<file path="config.mk">
export PLATFORM = sky130hd
export DESIGN_NAME = bfmdh_ram
export DESIGN_NICKNAME = d
export VERILOG_FILES = /design/src/rtl/core/bfmdh_ram.sv
export SDC_FILE = /design/constraint.sdc
export NUM_CORES = 2
export LEC_CHECK = 0
export BUFFER_PORTS_ARGS = -buffer_cell sky130_fd_sc_hd__clkbuf_2
export CAP_MARGIN = 15
export CORE_ASPECT_RATIO = 1.4
export CORE_MARGIN = 10
export CORE_UTILIZATION = 30
export CTS_CLUSTER_SIZE = 40
export DETAILED_ROUTE_END_ITERATION = 10
export SETUP_SLACK_MARGIN = 0.2
export SLEW_MARGIN = 25
export SYNTH_ARGS = -nofsm -noshare
export SYNTH_HDL_FRONTEND = slang
export SYNTH_SLANG_ARGS = --single-unit
export TNS_END_PERCENT = 100
</file>
<file path="constraint.sdc">
create_clock -name clk -period 4.3 [get_ports clk]
set_input_delay 0 -clock clk [delete_from_list [all_inputs] [get_ports clk]]
set_output_delay 0 -clock clk [all_outputs]
set_load 0.02 [all_outputs]
</file>
<file path="src/rtl/core/bfmdh_ram.sv">
// Generic single-port write, single read-port RAM with registered read.
module bfmdh_ram #(
    parameter int WIDTH = 8,
    parameter int DEPTH = 256
) (
    input  logic                     clk,
    input  logic                     we,
    input  logic [$clog2(DEPTH)-1:0] waddr,
    input  logic [WIDTH-1:0]         wdata,
    input  logic [$clog2(DEPTH)-1:0] raddr,
    output logic [WIDTH-1:0]         rdata
);
    logic [WIDTH-1:0] mem [DEPTH];

    always_ff @(posedge clk)
    begin
        if (we)
        begin
            mem[waddr] <= wdata;
        end
        rdata <= mem[raddr];
    end
endmodule

</file>
# After elaboration in Yosys (flattened, before gate mapping)
# Memory sizes are Yosys's and may differ from the RTL's. A register that Yosys moved wholly into a read port is not among the register bits.
# Index checks and enable logic that the tools add are counted.
[totals]
register_bits = 0
memories = 1
elab_cells = 3
output_inout_bits = 8
mem_bits_rw = 2048
in_bits = 26
[classes]
mux = 2
[mem_list]
columns = ["name", "words", "word_bits", "read_ports", "rd_ports_with_merged_regs", "write_ports", "line", "source"]
rows = [
  ["mem", 256, 8, 1, 1, 1, "13", "logic [WIDTH-1:0] mem [DEPTH];"],
]
[op_table]
columns = ["op", "count"]
rows = [
  ["$mux 1", 2],
]

# Logic depth before layout (Yosys ltp)
[logic_depth]
ltp_word = 2
ltp_mapped = 11
depth_no_buf = 6

# Least setup slack after synthesis
# No wires, ideal clock.
[synth_path]
path_kind = "input-to-reg"
start = "input raddr[0]"
end = "register rdata[2], read port of mem"
slack_ps = 2362
n_path_buf = 4
stages = 9
t_arrival_ps = 1807
setup_time_ps = 131
required_time_ps = 4169
path_cell_list = "buf_6 -> buf_12 -> buf_8 -> buf_2 -> mux4_2 -> a22oi_1 -> a21oi_1 -> nor4_1 -> nor4_2"
[synth_rtl]
columns = ["item", "line", "source"]
rows = [
  ["from (decl)", "10", "input logic [$clog2(DEPTH)-1:0] raddr,"],
  ["to (decl)", "11", "output logic [WIDTH-1:0] rdata"],
]

==> metrics.txt <==
status finished, final reports clean; Power, Total 40.60 mW; Nets 3951; share of cells above drive strength 1 23.48%; Crit path required time 4970 ps; final core occ 34.32%; DR WL/cell 27.18 um; Tcrit/Tclk final 66.23%; Switching Share 21.25%; Slew @ Worst Pin 1140 ps; Filler cells 24441; Slew HR 23.30%; number of H-tree levels 4; synth unique cells 55; CP Capture Type flip-flop; most area-hungry cell type in the Yosys netlist edfxtp_1; routed via count 38561; DRC errors left 0; via-per-instance ratio 5.105; LEAKAGE 27.39 nW; Clock Tree Buf Depth 4; Critical path buffers and inverters 0; die height 629.3 um; Buffers on Ports 33; clk sinks 2056; sequential fraction of the synthesis area 77.50%; Max VDD drop 0.2688 mV; CTS tree built; Num CTS Buffers 187; Starting Density 30.17%; f_max 351.1 MHz; Post-Synthesis Cells 3733; arrival time at the worst endpoint 3520 ps; Root Driver clkbuf_16; syn nets 3759; Syn Std Cell Area 79560 um^2; gr usage total 13.99%; slowest stage delay, CP 710 ps; max cap viols 0; ranking of synthesized cells by area edfxtp_1 (77%), mux4_2 (13%), mux2i_1 (1.7%); worst slack, placed 843.8 ps; Worst setup SP type flip-flop; global placement routability congestion 0.8434; Core ar. 263700 um^2; ys flop type edfxtp_1; Top delay family on crit path compound AO/OA/AOI/OAI gates; #FFs+latches synth 2056; Post-CTS Resized 0; Setup Skew 31.01 ps; count leader, synth edfxtp_1; RSZ-0062 raised after global routing no; Sw Pwr 8.628 mW; area delta synth->final 13.76%; Tmin final 2848 ps; first-pass GRT wire length 296200 um; Setup WS post-layout 1452 ps; final setup TNS 0 ps; most frequent cells after synthesis edfxtp_1 (2048), mux4_2 (454), nor2_1 (282), mux2i_1 (134), a22oi_1 (133); antenna viol nets, final 0; GRT overflow 0; critical path peak fanout 1; PD cells 448.6 nW/um^2; fraction of registers with async set/reset 0%; DRT Pass-1 Iters 5; placed wire-length estimate 131900 um; DIE WIDTH 455.2 um; Reg power frac 54.5%; initial antenna violation count 12; Syn Area/Cell 21.31 um^2; Comb power frac 5.1%; WL final 205300 um; Clock power frac 40.4%; Worst Setup Path Type flip-flop to flip-flop; highest-delay cell along the critical path nor3_1; Final Max Slew Viols 0; Hold Fails Final Rpt 0; IO Pins 34; yosys warns 0; Iteration-0 DRC Markers 3771; Clock Pin Slew Worst Setup and Hold Paths 70 ps; row cnt 223; final setup violation count 0; clk_lat worst skew 820 ps; post-synth top area share 77.30%; pin count of the biggest net entering global routing 153; Int Power 31.97 mW; Hold Path Class input port to flip-flop; Die ar. 286500 um^2; number of synthesized flops with an enable pin 2048; Worst Hold Slack 164.4 ps; number of global-route vias before repair 39939; worst path cell trace mux4_2, a22o_1, a221oi_1, o32ai_1, nor3_1, nor4_1
-- power by group through the flow --
stage | Sequential (mW) | Clock (mW) | Combinational, mW
global route | 22.1 | 17.4 | 2.18
global placement | 22.6 | 0 | 2.05
CTS | 22.1 | 16.6 | 2.09
finish | 22.1 | 16.4 | 2.07
detailed placement | 22.6 | 0 | 2.08
floorplan | 22.6 | 0 | 1.07
-- worst register-to-register path, delay by kind of cell (launching register included) --
kind | cells | cell delay (ps)
AOI/OAI and AO/OA | 3 | 980
and+or+nand+nor | 2 | 870
muxes | 1 | 490
DFF | 1 | 360
-- metal layers --
| layer | wire length [um] | GRT usage (%) |
|---|---|---|
| met2 | 108700 | 25.23 |
| met3 | 12080 | 2.226 |
| met4 | 8740 | 5.381 |
| met5 | 69 | 0 |
| met1 | 75680 | 16.60 |
-- final cells by class --
class                           count  area, um^2  area share [%]
Tap cell                         3487        4363           4.821
Antenna cell                        7       17.52         0.01936
Multi-Input combinational cell   1442       16500           18.23
Clock inverter                     97       970.9           1.073
Clock buffer                      226        4890           5.403
Timing Repair Buffer              236        2098           2.318
Sequential cell                  2056       61660           68.13
Inverter                            2       7.507        0.008295
-- sequential cells by signal (all words and copies together) (netlist names) --
| register | flops |
|---|---|
| mem | 2048 |
| rdata | 8 |
-- what timing repair did --
item                                   in CTS  in global routing
hold buffers                               15                  0
setup buffers                               0                  0
endpoints found under the hold margin    1064                  0
-- cell usage in the layout (no fill, tap or decap), types with 3 or more instances in the layout --
| cell type | synthesis | final |
|---|---|---|
| diode_2 | 0 | 7 |
| o221ai_1 | 46 | 46 |
| and2_1 | 6 | 6 |
| o211ai_1 | 10 | 10 |
| a221oi_1 | 13 | 13 |
| or2_2 | 4 | 4 |
| nand4_1 | 10 | 10 |
| a21oi_1 | 96 | 96 |
| dlygate4sd3_1 | 0 | 15 |
| clkbuf_2 | 0 | 21 |
| clkinv_1 | 1 | 34 |
| nor2_1 | 282 | 278 |
| buf_8 | 13 | 7 |
| nor4_1 | 24 | 24 |
| a22oi_1 | 133 | 133 |
| o22a_1 | 5 | 5 |
| clkbuf_16 | 0 | 190 |
| buf_12 | 8 | 20 |
| a211oi_1 | 16 | 16 |
| nand2b_1 | 8 | 8 |
| bufinv_16 | 0 | 18 |
| inv_6 | 0 | 4 |
| clkinvlp_4 | 0 | 5 |
| o22ai_1 | 28 | 28 |
| dfxtp_1 | 8 | 8 |
| clkbuf_1 | 111 | 36 |
| nor3_1 | 22 | 22 |
| mux2i_1 | 134 | 134 |
| nor4_2 | 3 | 3 |
| clkinv_2 | 0 | 32 |
| clkbuf_8 | 0 | 3 |
| o32ai_1 | 4 | 4 |
| o21ai_0 | 10 | 10 |
| buf_4 | 27 | 169 |
| nand3_1 | 34 | 32 |
| nor2b_1 | 31 | 27 |
| nand2_1 | 33 | 33 |
| a22o_1 | 8 | 8 |
| edfxtp_1 | 2048 | 2048 |
| mux4_2 | 454 | 454 |
-- final timing paths --
check	from	end	slack, ps	depth (start not counted)
setup / recovery	mem[82][3]	rdata[3]	1450	6
hold / removal	waddr[6]	mem[199][6]	160	5
setup reg to reg	mem[82][3]	rdata[3]	1450	6
hold reg to reg	mem[18][0]	rdata[0]	1110	5
-- per-stage QoR --
stage	instances	area (um^2)
floorplan	3733	79560
global placement	7207	84430
detailed placement	7207	84440
CTS	7545	90450
global route	7547	90490
finish	7553	90500
-- cell families after synthesis --
group           count (synthesis)  synth area share [%]
mux                           591                 14.62
buf+inv                       235                 1.831
flops                        2056                 77.50
compound gates                385                 3.419
simple gates                  466                 2.628
(Power assumes the default switching activity.)
